**src/rtl/core/kbr_pkg.sv**
```systemverilog
package kbr_pkg;

	// configuration register width and indexes
	localparam int REG_W = 12;
	localparam int CFG_ADDR_W = 2;

	localparam logic [CFG_ADDR_W-1:0] CFG_ACK_DELAY    = 2'd0;
	localparam logic [CFG_ADDR_W-1:0] CFG_ACK_PULSE    = 2'd1;
	localparam logic [CFG_ADDR_W-1:0] CFG_SYNC_TIMEOUT = 2'd2;
	localparam logic [CFG_ADDR_W-1:0] CFG_SYNC_PULSE   = 2'd3;

	// register values after reset
	localparam logic [REG_W-1:0] ACK_DELAY_RST    = 12'd120;
	localparam logic [REG_W-1:0] ACK_PULSE_RST    = 12'd170;
	localparam logic [REG_W-1:0] SYNC_TIMEOUT_RST = 12'd300;
	localparam logic [REG_W-1:0] SYNC_PULSE_RST   = 12'd20;

	// default tick counter width
	localparam int TICK_COUNT_WIDTH_DEF = 12;

	// stream word widths
	localparam int IN_TDATA_W  = 8;
	localparam int OUT_TDATA_W = 16;
	localparam int BYTE_W      = 8;
	localparam int BITCNT_W    = 4;

	// phase codes
	localparam int PHASE_W = 2;
	localparam logic [PHASE_W-1:0] PH_NORMAL    = 2'd0;
	localparam logic [PHASE_W-1:0] PH_ACK_WAIT  = 2'd1;
	localparam logic [PHASE_W-1:0] PH_ACK_PULSE = 2'd2;
	localparam logic [PHASE_W-1:0] PH_SYNC      = 2'd3;

	localparam logic [BITCNT_W-1:0] BITCNT_MAX  = 4'd15;
	localparam logic [BITCNT_W-1:0] BITCNT_LAST = 4'd7;

endpackage

```
**src/rtl/core/keyboard_serial_byte_receiver.sv**
```systemverilog
// Keyboard serial byte receiver.
// Input stream (s_axis): one word per timer tick with the sampled keyboard
// clock and data line levels. Output stream (m_axis): one word per input
// word with the data line pull-low request and, when a byte completed on that
// tick, the byte (tuser high). The byte is 0 when tuser is low.
// A frame starts when the data line goes high while idle; bits arrive LSB
// first on rising clock edges. The eighth bit reports the byte on that tick,
// then the block waits ack_delay_ticks, pulls data low for ack_pulse_ticks
// and returns to idle. With no clock change for sync_timeout_ticks during a
// frame it pulls data low for sync_pulse_ticks instead.
// The result word is registered: it appears in the cycle after its input word is taken.
// Throughput: one word per cycle while m_axis_tready does not stall the output;
// the tick state update is a single level of edge detect, compare and increment logic ahead of the state registers.
// Reset (arst_n low) restores the default tick settings, clears the receive
// state and empties the output register.
// When m_axis_tready is low with a word held, s_axis_tready drops; it rises
// again in the cycle the held word is taken.
// Config writes (cfg_we) are taken at once; make them only while idle.
module keyboard_serial_byte_receiver #(
	parameter int TICK_COUNT_WIDTH = kbr_pkg::TICK_COUNT_WIDTH_DEF
) (
	input  logic                                clk,
	input  logic                                arst_n,
	// config write port
	input  logic                                cfg_we,
	input  logic [kbr_pkg::CFG_ADDR_W-1:0]      cfg_addr,
	input  logic [kbr_pkg::REG_W-1:0]           cfg_wdata,
	// tick input
	input  logic                                s_axis_tvalid,
	output logic                                s_axis_tready,
	input  logic [kbr_pkg::IN_TDATA_W-1:0]      s_axis_tdata,  // [0] clock_level, [1] data_level
	// result output
	output logic                                m_axis_tvalid,
	input  logic                                m_axis_tready,
	output logic [kbr_pkg::OUT_TDATA_W-1:0]     m_axis_tdata,  // [0] data_drive_low,
	                                                           // [8:1] received_byte
	output logic                                m_axis_tuser   // [0] byte_valid
);

	localparam int TW = TICK_COUNT_WIDTH;
	localparam int CW = (TW > kbr_pkg::REG_W) ? TW : kbr_pkg::REG_W;
	localparam logic [TW-1:0] TICK_MAX = {TW{1'b1}};

	// settings clamped to the tick counter range
	function automatic logic [TW-1:0] clamp_ticks(input logic [kbr_pkg::REG_W-1:0] v);
		logic [CW-1:0] ext;
		ext = CW'(v);
		if (ext > CW'(TICK_MAX))
			return TICK_MAX;
		else
			return TW'(ext);
	endfunction

	// config registers
	logic [kbr_pkg::REG_W-1:0] ack_delay_q, ack_pulse_q, sync_timeout_q, sync_pulse_q;

	// receive state
	logic                            clock_prev_q, data_prev_q, frame_active_q;
	logic [TW-1:0]                   elapsed_q, phase_ticks_q;
	logic [kbr_pkg::BYTE_W-1:0]      shift_q;
	logic [kbr_pkg::BITCNT_W-1:0]    bit_count_q;
	logic [kbr_pkg::PHASE_W-1:0]     phase_q;

	// next state
	logic                            clock_prev_d, data_prev_d, frame_active_d;
	logic [TW-1:0]                   elapsed_d, phase_ticks_d;
	logic [kbr_pkg::BYTE_W-1:0]      shift_d;
	logic [kbr_pkg::BITCNT_W-1:0]    bit_count_d;
	logic [kbr_pkg::PHASE_W-1:0]     phase_d;
	logic                            drive_d, valid_d;
	logic [kbr_pkg::BYTE_W-1:0]      byte_d;

	// output register
	logic                            out_valid_q;
	logic                            out_drive_q, out_bvalid_q;
	logic [kbr_pkg::BYTE_W-1:0]      out_byte_q;

	logic in_clk, in_dat, in_acc, started;
	logic [TW-1:0] ack_delay_c, ack_pulse_c, sync_timeout_c, sync_pulse_c, pulse_len;

	assign in_clk = s_axis_tdata[0];
	assign in_dat = s_axis_tdata[1];
	assign s_axis_tready = !out_valid_q || m_axis_tready;
	assign in_acc = s_axis_tvalid && s_axis_tready;

	assign ack_delay_c    = clamp_ticks(ack_delay_q);
	assign ack_pulse_c    = clamp_ticks(ack_pulse_q);
	assign sync_timeout_c = clamp_ticks(sync_timeout_q);
	assign sync_pulse_c   = clamp_ticks(sync_pulse_q);
	assign pulse_len = (phase_q == kbr_pkg::PH_SYNC) ? sync_pulse_c : ack_pulse_c;

	// data going high while idle opens a frame and does nothing else that tick
	assign started = (in_dat != data_prev_q) && !frame_active_q && in_dat;

	always_comb begin
		clock_prev_d   = clock_prev_q;
		data_prev_d    = data_prev_q;
		frame_active_d = frame_active_q;
		elapsed_d      = elapsed_q;
		phase_ticks_d  = phase_ticks_q;
		shift_d        = shift_q;
		bit_count_d    = bit_count_q;
		phase_d        = phase_q;
		drive_d        = 1'b0;
		valid_d        = 1'b0;
		byte_d         = '0;
		unique case (phase_q)
			kbr_pkg::PH_ACK_WAIT: begin
				if (phase_ticks_q < ack_delay_c) begin
					phase_ticks_d = phase_ticks_q + 1'b1;
				end else begin
					phase_d       = kbr_pkg::PH_ACK_PULSE;
					phase_ticks_d = TW'(1);
					drive_d       = 1'b1;
				end
			end
			kbr_pkg::PH_ACK_PULSE, kbr_pkg::PH_SYNC: begin
				// ending tick releases the line and only returns to sampling
				if (phase_ticks_q < pulse_len) begin
					phase_ticks_d = phase_ticks_q + 1'b1;
					drive_d       = 1'b1;
				end else begin
					phase_d       = kbr_pkg::PH_NORMAL;
					phase_ticks_d = '0;
				end
			end
			default: begin
				if ((in_dat != data_prev_q) && !frame_active_q)
					data_prev_d = in_dat;
				if (started) begin
					frame_active_d = 1'b1;
					elapsed_d      = '0;
					shift_d        = '0;
					bit_count_d    = '0;
				end else if (in_clk != clock_prev_q) begin
					clock_prev_d = in_clk;
					if (in_clk) begin
						frame_active_d = 1'b1;
						elapsed_d      = '0;
						shift_d        = {in_dat, shift_q[kbr_pkg::BYTE_W-1:1]};
						if (bit_count_q != kbr_pkg::BITCNT_MAX)
							bit_count_d = bit_count_q + 1'b1;
						if (bit_count_q == kbr_pkg::BITCNT_LAST) begin
							valid_d        = 1'b1;
							byte_d         = shift_d;
							frame_active_d = 1'b0;
							phase_d        = kbr_pkg::PH_ACK_WAIT;
							phase_ticks_d  = '0;
						end
					end
				end else if (frame_active_q) begin
					if (elapsed_q >= sync_timeout_c) begin
						frame_active_d = 1'b0;
						elapsed_d      = '0;
						phase_d        = kbr_pkg::PH_SYNC;
						phase_ticks_d  = TW'(1);
						drive_d        = 1'b1;
					end else begin
						elapsed_d = elapsed_q + 1'b1;
					end
				end
			end
		endcase
	end

	// config registers
	always_ff @(posedge clk or negedge arst_n) begin
		if (!arst_n) begin
			ack_delay_q    <= kbr_pkg::ACK_DELAY_RST;
			ack_pulse_q    <= kbr_pkg::ACK_PULSE_RST;
			sync_timeout_q <= kbr_pkg::SYNC_TIMEOUT_RST;
			sync_pulse_q   <= kbr_pkg::SYNC_PULSE_RST;
		end else if (cfg_we) begin
			unique case (cfg_addr)
				kbr_pkg::CFG_ACK_DELAY:    ack_delay_q    <= cfg_wdata;
				kbr_pkg::CFG_ACK_PULSE:    ack_pulse_q    <= cfg_wdata;
				kbr_pkg::CFG_SYNC_TIMEOUT: sync_timeout_q <= cfg_wdata;
				default:                   sync_pulse_q   <= cfg_wdata;
			endcase
		end
	end

	// receive state, advanced once per accepted tick word
	always_ff @(posedge clk or negedge arst_n) begin
		if (!arst_n) begin
			clock_prev_q   <= 1'b0;
			data_prev_q    <= 1'b0;
			frame_active_q <= 1'b0;
			elapsed_q      <= '0;
			phase_ticks_q  <= '0;
			shift_q        <= '0;
			bit_count_q    <= '0;
			phase_q        <= kbr_pkg::PH_NORMAL;
		end else if (in_acc) begin
			clock_prev_q   <= clock_prev_d;
			data_prev_q    <= data_prev_d;
			frame_active_q <= frame_active_d;
			elapsed_q      <= elapsed_d;
			phase_ticks_q  <= phase_ticks_d;
			shift_q        <= shift_d;
			bit_count_q    <= bit_count_d;
			phase_q        <= phase_d;
		end
	end

	// output word valid
	always_ff @(posedge clk or negedge arst_n) begin
		if (!arst_n)
			out_valid_q <= 1'b0;
		else if (s_axis_tready)
			out_valid_q <= s_axis_tvalid;
	end

	// output payload, no reset needed
	always_ff @(posedge clk) begin
		if (in_acc) begin
			out_drive_q  <= drive_d;
			out_bvalid_q <= valid_d;
			out_byte_q   <= byte_d;
		end
	end

	assign m_axis_tvalid = out_valid_q;
	assign m_axis_tdata  = {{(kbr_pkg::OUT_TDATA_W - kbr_pkg::BYTE_W - 1){1'b0}},
	                        out_byte_q, out_drive_q};
	assign m_axis_tuser  = out_bvalid_q;

	// a byte report never pulls the line low on the same tick
	a_byte_no_drive: assert property (@(posedge clk) disable iff (!arst_n)
		m_axis_tvalid && m_axis_tuser |-> !m_axis_tdata[0])
		else $error("byte report with data drive");

	// outside normal sampling no frame is open
	a_phase_idle: assert property (@(posedge clk) disable iff (!arst_n)
		phase_q != kbr_pkg::PH_NORMAL |-> !frame_active_q)
		else $error("frame open during ack or sync");

	// a reported byte always leads into the acknowledge wait
	a_byte_ack: assert property (@(posedge clk) disable iff (!arst_n)
		in_acc && valid_d |=> phase_q == kbr_pkg::PH_ACK_WAIT && phase_ticks_q == '0)
		else $error("byte without ack wait");

	// a pulse phase always holds a started pulse count
	a_pulse_bound: assert property (@(posedge clk) disable iff (!arst_n)
		(phase_q == kbr_pkg::PH_SYNC || phase_q == kbr_pkg::PH_ACK_PULSE)
		|-> phase_ticks_q != '0)
		else $error("pulse counter lost");

endmodule

```
**config.mk**
```make
export PLATFORM = sky130hd
export DESIGN_NAME = keyboard_serial_byte_receiver
export DESIGN_NICKNAME = d
export VERILOG_FILES = /design/src/rtl/core/kbr_pkg.sv /design/src/rtl/core/keyboard_serial_byte_receiver.sv
export SDC_FILE = /design/constraint.sdc
export NUM_CORES = 1
export LEC_CHECK = 0
export BUFFER_PORTS_ARGS = -buffer_cell sky130_fd_sc_hd__buf_2
export CORE_MARGIN = 5
export CORE_UTILIZATION = 45
export DETAILED_ROUTE_END_ITERATION = 10
export SLEW_MARGIN = 20
export SYNTH_ARGS = -nofsm -noshare
export SYNTH_HDL_FRONTEND = slang
export SYNTH_SLANG_ARGS = --single-unit
```
**constraint.sdc**
```tcl
create_clock -name clk -period 7.1 [get_ports clk]
set_input_delay 0.71 -clock clk [delete_from_list [all_inputs] [get_ports clk]]
set_output_delay 0.71 -clock clk [all_outputs]
set_load 0.1 [all_outputs]
```
Word-level counts from Yosys, hierarchy flattened
Index checks and enable logic that the tools add are counted.
Word-level totals
  bits in registers: 100
  latch bits: 0
  RAM bits: 0
  bits in read-only memories: 0
  output and inout port bits: 19
  word-level logic and storage cells: 126
  memories: 0
Cells by class
  add/sub/neg operators: 3
  $mul: 0
  div/mod/pow operators: 0
  $lt $le $gt $ge: 7
  equal/unequal tests: 15
  shift operators: 0
  muxes and demuxes: 49
  bitwise logic cells: 6
  reductions and logical operators: 30
Operators by type and width (count)
  $mux 12: 18
  $gt 12x12->1 const B: 4
  $add 12x1->12 const B: 2
  $lt 12x12->1: 2
  $mux 8: 3
  $pmux 12 s2: 1
  $mux 2: 8
  $mux 4: 4
  $mux 1: 13
  $ge 12x12->1: 1
  $reduce_and 4->1: 3
  $reduce_and 2->1: 4
  $reduce_and 8->1: 1
  $reduce_bool 4->1: 2
  $reduce_or 7->1: 1
  $eq 2x2->1 const B: 3
  $not 1->1: 6
  $reduce_and 3->1: 2
  $reduce_and 6->1: 1
  $reduce_bool 2->1: 3
  $reduce_or 3->1: 2
  $reduce_or 6->1: 1
  $reduce_and 5->1: 1
  $add 4x1->4 const B: 1
  other kinds (17): 23

Longest topological paths before layout
Gate-level depths: netlist of run 1.
  depth in word-level cells: 8
  mapped depth: 13
  depth with buffers taken out: 10

Least setup slack after synthesis of run 1
OpenSTA, ideal clock, no wires.
  path type: register to register
  start: register phase_q[0] in the netlist's numbering
  end: register phase_ticks_q[2]
  library setup time: 79 ps
  arrival: 3137 ps
  path slack: 3884 ps
  stages on the path, launching flop included: 14
  path buffers: 3
  path through: dfrtp_1 > ha_1 > clkbuf_1 > buf_1 > mux2i_1 > ha_1 > a2111oi_0 > o211ai_1 > a31o_2 > o32a_4 > nor2_8 > buf_8 > a21oi_2 > mux2i_1
Between the ends
  word-level cells in the longest chain between the ends: 5
  elaborated cells between the ends (all ways): 14
  those cells by class: order compare: 1; eq/ne: 6; mux: 3; reduce/logical: 4
Ends and longest elaborated chain
  start, declared: line keyboard_serial_byte_receiver.sv:62  | logic [kbr_pkg::PHASE_W-1:0] phase_q;
  start signal, assigned: line keyboard_serial_byte_receiver.sv:193  | phase_q <= kbr_pkg::PH_NORMAL;
  start signal, assigned: line keyboard_serial_byte_receiver.sv:202  | phase_q <= phase_d;
  $eq 2x2->1: line keyboard_serial_byte_receiver.sv:90, keyboard_serial_byte_receiver.sv:107
  $mux 12: line keyboard_serial_byte_receiver.sv:90  | assign pulse_len = (phase_q == kbr_pkg::PH_SYNC) ? sync_pulse_c : ack_pulse_c;
  $lt 12x12->1: line keyboard_serial_byte_receiver.sv:119  | if (phase_ticks_q < pulse_len) begin
  $mux 12: line keyboard_serial_byte_receiver.sv:119
  $pmux 12 s2: line keyboard_serial_byte_receiver.sv:107  | unique case (phase_q)
  end signal, assigned: line keyboard_serial_byte_receiver.sv:199  | phase_ticks_q <= phase_ticks_d;
  end, declared: line keyboard_serial_byte_receiver.sv:59  | logic [TW-1:0] elapsed_q, phase_ticks_q;
Several ways; a longest one is shown, not always the timed one.
A chain may end at the register's enable or synchronous reset.

Worst setup path after layout of run 1
  start: register phase_q[0] in the netlist's numbering
  end: register phase_ticks_q[11]
The elaborated chain is that of the path after synthesis.

==> impl_results.md, run 1 <==
- Root Buffer: clkbuf_16
- Final GP Congestion: 0.8598
- Max_cap viols: 0
- Rel. slew slack: 39.27%
- Nets: 610
- Gr usage total: 16.32%
- Sw Pwr: 635.7 µW
- Post-CTS sizing: 0
- Worst path cell trace: ha_1, mux2i_1, ha_1, a2111oi_0, o211ai_1, a31o_2, o32a_4, nor2_8, and3_2, a221o_2
- PortBufs: 32
- Die width: 120.2 µm
- Initial core utilization: 45.66%
- First-pass GRT wire length: 18.66 mm
- Diodes inserted: 0
- Min-Delay Path Class: input port to asynchronous set/reset pin
- Worst Path Max Fanout: 17
- # rows: 40
- Worst Setup Start Kind: register
- Dpl cells: 676
- Fin. Hold Viols: 0
- Initial DRC Count: 151
- VDD IR max: 0.1253 mV
- H-tree levels: 3
- Clock sinks: 99
- Area contributors post-synth: dfrtp_1 34%, ha_1 9.9%, mux2_2 8.7%, dfstp_2 6.7%, edfxtp_1 5.5%
- Worst-path clk slew: 0.07 ns
- Yosys top cell by area: dfrtp_1
- Clk pwr share: 24.7%
- Reg-to-reg critical path startpoint: phase_q[0]$_DFFE_PN0P_
- Vias in the first global route: 3802
- Max Freq: 0.2796 GHz
- Vias: 3762
- TritonCTS Buffers: 9
- Avg Inst Size Synth: 10.65 µm²
- Worst Path Required: 7.38 ns
- TritonCTS clock tree: built
- Io pins: 46
- Clock Path Buffers: 2
- Layout area overhead: 9.393%
- Die area: 14440 µm²
- RSZ-0062 raised after global routing: no
- Slew Viols, Final: 0
- P_int: 1.160 mW
- Top FF cell, synth: dfrtp_1
- DPL Wire Length: 8.297 mm
- Post-CTS Setup Repair Bufs: 0
- Syn. warnings: 0
- Outcome: completed
- Remaining Overflow, GRT: 0
- Post-synth EDFFs: 10
- Drt wl/cell: 16.02 µm
- Chip height: 120.2 µm
- Fin util: 49.95%
- Setup Viol. Count Final: 0
- Leak: 2.752 nW
- Post-Syn Area: 5461 µm²
- Pin count of the biggest net entering global routing: 71
- Fin crit period: 3.576 ns
- Area fraction of the dominant cell type after synthesis: 34.36%
- Clock latency on the worst-skew pair: 0.35 ns
- CP endpoint kind: register
- Distinct cell type count of the synthesized netlist: 66
- Crit path largest cell delay: 0.78 ns
- Post-Synthesis Cells: 513
- Layout cells sized above 1: 24.22%
- Clock skew: 0.007503 ns
- Post-DRT Antenna Nets: 0
- Routed Wire Length: 11.09 mm
- CTS Hold Buffers Added: 0
- PD cells: 300.6 nW/µm²
- Core area: 11960 µm²
- Net Sw Frac: 35.39%
- Seq pwr share: 42.8%
- Combinational share of power: 32.5%
- Via-to-Cell Ratio: 5.436
- Worst path slowest cell: ha_1
- Tightest Pin Transition: 0.9110 ns
- Residual DRC: 0
- Drt first pass iters: 4
- FF+latch count, synth: 99
- Post-synth ARST share: 89.90%
- Layout Cells excl Fill: 692
- Fin crit share: 50.37%
- Post-synthesis sequential area ratio: 46.60%
- Arrival time worst endpoint: 3.86 ns
- CP dominant cell by count: ha_1
- Critical path startpoint: phase_q[0]$_DFFE_PN0P_
- Initial antenna violation count: 0
- Crit Path Class: register to register
- Setup TNS Final: 0 ns
[registers in the layout, indices dropped and copies added, names as in the netlist, 2 cells and up]
register / cells
bit_count_q: 4
shift_q: 7
ack_pulse_q: 12
sync_timeout_q: 12
out_byte_q: 8
elapsed_q: 12
ack_delay_q: 12
phase_ticks_q: 12
phase_q: 2
sync_pulse_q: 12
[Yosys cell counts (2+ instances only)]
cell type	number
buf_1	4
or2_2	2
a21oi_2	2
nor2b_1	3
clkbuf_1	8
o221ai_1	2
ha_1	43
nand2_1	50
a22o_2	2
a21oi_1	14
a311oi_1	2
nor3_1	7
a31oi_1	4
buf_4	8
xor2_1	7
buf_2	2
nand3_1	15
xnor2_1	3
nor3b_1	2
inv_1	36
nand2b_1	4
dfstp_2	14
nor2_1	34
nand3b_1	4
o211ai_1	2
nor4_1	2
a21o_1	2
and3_1	8
edfxtp_1	10
mux2i_1	12
and2_1	9
o21ai_1	3
o21ai_0	30
and3_2	4
a221o_2	4
dfrtp_1	75
o31ai_1	2
nand4_1	8
mux2_2	42
o22ai_1	2
[power by group through the flow]
stage	clock network [mW]	registers, mW	logic, mW
after floorplan	0	0.768	0.464
after global placement	0	0.771	0.571
after detailed placement	0	0.779	0.588
after CTS	0.458	0.769	0.591
after global routing	0.484	0.785	0.654
final	0.444	0.769	0.583
[cell type report]
cell class	count	area [µm²]
Clock inverter	5	28.78
Tap cell	147	183.9
Timing Repair Buffer	34	177.7
Clock buffer	11	232.7
Sequential cell	99	2545
Multi-Input combinational cell	360	2671
Fill cell	1101	5987
Inverter	36	135.1
[worst paths after layout]
| kind | slack [ns] | end | depth (start not counted) |
|---|---|---|---|
| setup / recovery | 3.52 | phase_ticks_q[11]$_DFFE_PN0P_ | 10 |
| hold / removal | 0.24 | sync_timeout_q[10]$_DFFE_PN0P_ | 1 |
| setup reg to reg | 3.52 | phase_ticks_q[11]$_DFFE_PN0P_ | 10 |
| hold reg to reg | 0.47 | shift_q[1]$_DFFE_PN0P_ | 2 |
| max in group asynchronous | 5.70 | bit_count_q[3]$_DFFE_PN0P_ | 2 |
| min in group clk | 0.47 | shift_q[1]$_DFFE_PN0P_ | 2 |
[per-layer routing]
metal	GRT usage, %	routed length (µm)	vias up
met5	0	0	-
met4	5.798	180	0
met3	3.440	285	14
met2	27.40	5594	44
met1	20.81	5026	1854
li1	-	-	1850
[kinds of logic (layout without fill, tap and decap cells)]
logic type	count (synthesis)	count (layout)	synth area share (%)
AO/OA/AOI/OAI	87	87	11.23
buffers and inverters	60	86	5.063
multiplexers	54	54	10.86
adder cells (fa/ha/maj)	43	43	9.851
AND/OR/NAND/NOR	159	159	14.73
flip-flops	99	99	46.60
XOR/XNOR	10	10	1.604
other	1	7	0.06866
[through the flow]
step | hold slack (ns) | setup slack (ns) | instance area, µm² | power, mW
after floorplan | 0.4144 | 3.884 | 5484 | 1.233
after global placement | 0.4570 | 3.575 | 5709 | 1.342
after detailed placement | 0.4630 | 3.495 | 5709 | 1.367
after CTS | 0.2342 | 3.466 | 5971 | 1.818
after global routing | 0.2407 | 3.101 | 5974 | 1.923
final | 0.2352 | 3.524 | 5974 | 1.796
[worst max-delay path: cells and delay by family, from the launching register on]
family                   cells  cell delay [ns]
multiplexers                 1             0.30
adder cells (fa/ha/maj)      2             1.07
flip-flops                   1             0.42
AND/OR/NAND/NOR              2             0.43
AO/OA/AOI/OAI                5             1.28
[cell usage in the layout, fill, tap and decap left out, types with 7 or more instances in the layout]
| cell type | count |
|---|---|
| xor2_1 | 7 |
| nand4_1 | 8 |
| conb_1 | 7 |
| and2_1 | 9 |
| buf_2 | 31 |
| inv_1 | 36 |
| nand3_1 | 15 |
| mux2_2 | 42 |
| edfxtp_1 | 10 |
| ha_1 | 43 |
| a21oi_1 | 14 |
| dfstp_2 | 14 |
| and3_1 | 8 |
| mux2i_1 | 12 |
| nor3_1 | 7 |
| dfrtp_1 | 75 |
| nor2_1 | 34 |
| o21ai_0 | 30 |
| clkbuf_16 | 9 |
| nand2_1 | 50 |
No activity file was read; power rests on OpenSTA's default activity.
==> run 2, diff against run 1 <==
==> constraint.sdc (replaced) <==
create_clock -name clk -period 3.7 [get_ports clk]
set_input_delay 0.37 -clock clk [delete_from_list [all_inputs] [get_ports clk]]
set_output_delay 0.37 -clock clk [all_outputs]
set_load 0.1 [all_outputs]
==> run 2 against run 1 <==
Critical path depth increased by 1. Largest power group unchanged. Critical path type unchanged. Total power rose by 97%. Cell count up 0.14%. Register-to-register slack worse by 2.9 ns. Maximum frequency is 16% higher. Via count fell by 0.85%. Combinational power up 94%. Critical endpoint is now phase_ticks_q[4]$_DFFE_PN0P_. Hold slack worse by 0.12 ns. Highest routed layer unchanged. Sequential cell count unchanged.
==> impl_results.md, run 2 (synthesis gave the netlist of run 1 again) <==
- Outcome: completed
- Arrival time worst endpoint: 3.38 ns (-0.48 ns)
- Worst Path Required: 3.99 ns (-3.39 ns)
- Tightest Pin Transition: 0.8424 ns (-0.06860 ns)
- Nets: 611 (+0.16%)
- Grt met1 use: 21.03% (+0.22 points)
- Vias in the first global route: 3754 (-1.3%)
- VDD IR max: 0.2068 mV (+65%)
- Die width: 120.2 µm (unchanged)
- Residual DRC: 0 (unchanged)
- Clock Path Buffers: 2 (unchanged)
- Diodes inserted: 0 (unchanged)
- Remaining Overflow, GRT: 0 (unchanged)
- Root Buffer: clkbuf_16
- Critical path startpoint: phase_q[0]$_DFFE_PN0P_
- CP bufs+invs: 1 (+1)
- Worst Path Max Fanout: 17 (unchanged)
- Fin crit share: 83.52% (+33 points)
- R2r worst-path depth: 11 (+1)
- Die area: 14440 µm² (unchanged)
- Delay-heaviest family, CP: compound AO/OA/AOI/OAI gates
- Min-Delay Path Class: input port to asynchronous set/reset pin
- Clock latency on the worst-skew pair: 0.35 ns (about the same)
- Worst path cell trace: ha_1, buf_4, mux2i_1, ha_1, a21o_1, a21o_2, a211o_2, o32a_4, nor2_8, and3_2, a221o_2
- Post-CTS Setup Repair Bufs: 0 (unchanged)
- Clock skew: 0.008759 ns (+0.001257 ns)
- CP endpoint kind: register
- Worst-path clk slew: 0.07 ns (about the same)
- Setup TNS Final: 0 ns (unchanged)
- Commonest cells after routing, fill and taps aside: 75 x dfrtp_1, 50 x nand2_1, 43 x ha_1
- Routed Wire Length: 11.08 mm (about the same)
- Via-to-Cell Ratio: 5.382 (-0.99%)
- Core area: 11960 µm² (unchanged)
- Pin count of the biggest net entering global routing: 67 (-5.6%)
- Chip height: 120.2 µm (unchanged)
- Reg-to-reg critical path startpoint: phase_q[0]$_DFFE_PN0P_
- Fin. Hold Viols: 0 (unchanged)
- CTS Hold Buffers Added: 0 (unchanged)
- Drt wl/cell: 15.99 µm (-0.20%)
- Layout area overhead: 10.10%
- Post-CTS sizing: 0 (unchanged)
- # rows: 40 (unchanged)
- FF-to-FF End: phase_ticks_q[4]$_DFFE_PN0P_
- Post-DP Area: 5717 µm² (+0.13%)
- CP dominant cell by count: ha_1
- Crit path largest cell delay: 0.41 ns (-0.37 ns)
- Commonest non-fill, non-tap cell in the layout: dfrtp_1
- Slew Viols, Final: 0 (unchanged)
- RSZ-0062 raised after global routing: no
- Drt first pass iters: 4 (unchanged)
- Worst Setup Start Kind: register
- Post-DRT Antenna Nets: 0 (unchanged)
- Worst path slowest cell: dfrtp_1
- Initial DRC Count: 132 (-13%)
- PD cells: 588.9 nW/µm² (+96%)
- Initial core utilization: 45.66% (unchanged)
- Rel. slew slack: 43.84% (+4.6 points)
- Setup Viol. Count Final: 0 (unchanged)
- R2r setup slk: 0.61 ns (-2.91 ns)
- Max_cap viols: 0 (unchanged)
- Vias: 3730 (-0.85%)
- TritonCTS clock tree: built
- First-pass GRT wire length: 18.93 mm (+1.4%)
- Crit Path Class: register to register
- TritonCTS Buffers: 9 (unchanged)
- Max Freq: 0.3236 GHz (+16%)
- GR Util met2: 27.85% (+0.46 points)
- Clock sinks: 99 (unchanged)
- Gr usage total: 16.60% (+0.28 points)
- Initial antenna violation count: 0 (unchanged)
- H-tree levels: 3 (unchanged)
- Leak: 2.765 nW (+0.45%)
- PortBufs: 32 (unchanged)
- GR met3 Demand/Resource: 2.875% (-0.57 points)
- Fin crit period: 3.090 ns (-0.4863 ns)
- Layout filler cell count: 1083 (-1.6%)
- Layout cells sized above 1: 24.36% (+0.14 points)
- Io pins: 46 (unchanged)
- Final GP Congestion: 0.8140 (-5.3%)
- Final Instance Area: 6013 µm² (+0.65%)
- Global route hottest layer: met2
- DPL Wire Length: 8.149 mm (-1.8%)
==> run 2: changes by cell type in the layout (fill, tap and decap cells not counted) <==
cell and delta:
clkinv_2 -3, buf_4 +1, bufinv_16 +1, clkbuf_1 -1
clkinv_1 +1, clkinv_4 +1, clkinvlp_4 +1
==> run 2: layer usage <==
layer  routed length [µm]  part of all wire (%)
met1                 5124                    46
met2                 5464                    49
met3                  261                   2.4
met4                  231                   2.1
met5                    0                     0
==> run 2: area by class of cell <==
| type | count | area (µm²) | area share, % |
|---|---|---|---|
| sequential | 99 | 2545 | 42.32 |
| timing repair buffer | 35 | 185.2 | 3.079 |
| clock inverter | 6 | 63.81 | 1.061 |
| clock buffer | 10 | 229.0 | 3.808 |
| multi-input combinational | 360 | 2671 | 44.42 |
| inverter | 36 | 135.1 | 2.247 |
| tap | 147 | 183.9 | 3.059 |
==> run 2: how the worst max path moves through the flow <==
stage | to | cells past startpoint
after floorplan | phase_ticks_q[2]$_DFFE_PN0P_ | 13
after global placement | phase_ticks_q[4]$_DFFE_PN0P_ | 11
after detailed placement | phase_ticks_q[11]$_DFFE_PN0P_ | 11
after CTS | phase_ticks_q[4]$_DFFE_PN0P_ | 11
after global routing | phase_ticks_q[6]$_DFFE_PN0P_ | 11
final | phase_ticks_q[4]$_DFFE_PN0P_ | 11
==> run 2: power by group <==
part | total, mW | internal, mW | switching (mW)
registers | 1.47 | 1.32 | 0.153
clock network | 0.943 | 0.525 | 0.418
logic | 1.13 | 0.458 | 0.670
total | 3.54 | 2.30 | 1.24
==> run 2: per-stage QoR <==
step / setup slack [ns] / power [mW] / utilization [%] / cells / hold slack, ns
after CTS: 0.5836 / 3.573 / 50.24 / 693 / 0.1528
after global placement: 0.6140 / 2.579 / 47.79 / 677 / 0.4556
after global routing: 0.3454 / 3.781 / 50.27 / 693 / 0.2046
after floorplan: 0.4839 / 2.365 / - / 519 / 0.07441
final: 0.6099 / 3.541 / 50.27 / 693 / 0.1179
after detailed placement: 0.6014 / 2.618 / 47.79 / 677 / 0.4622
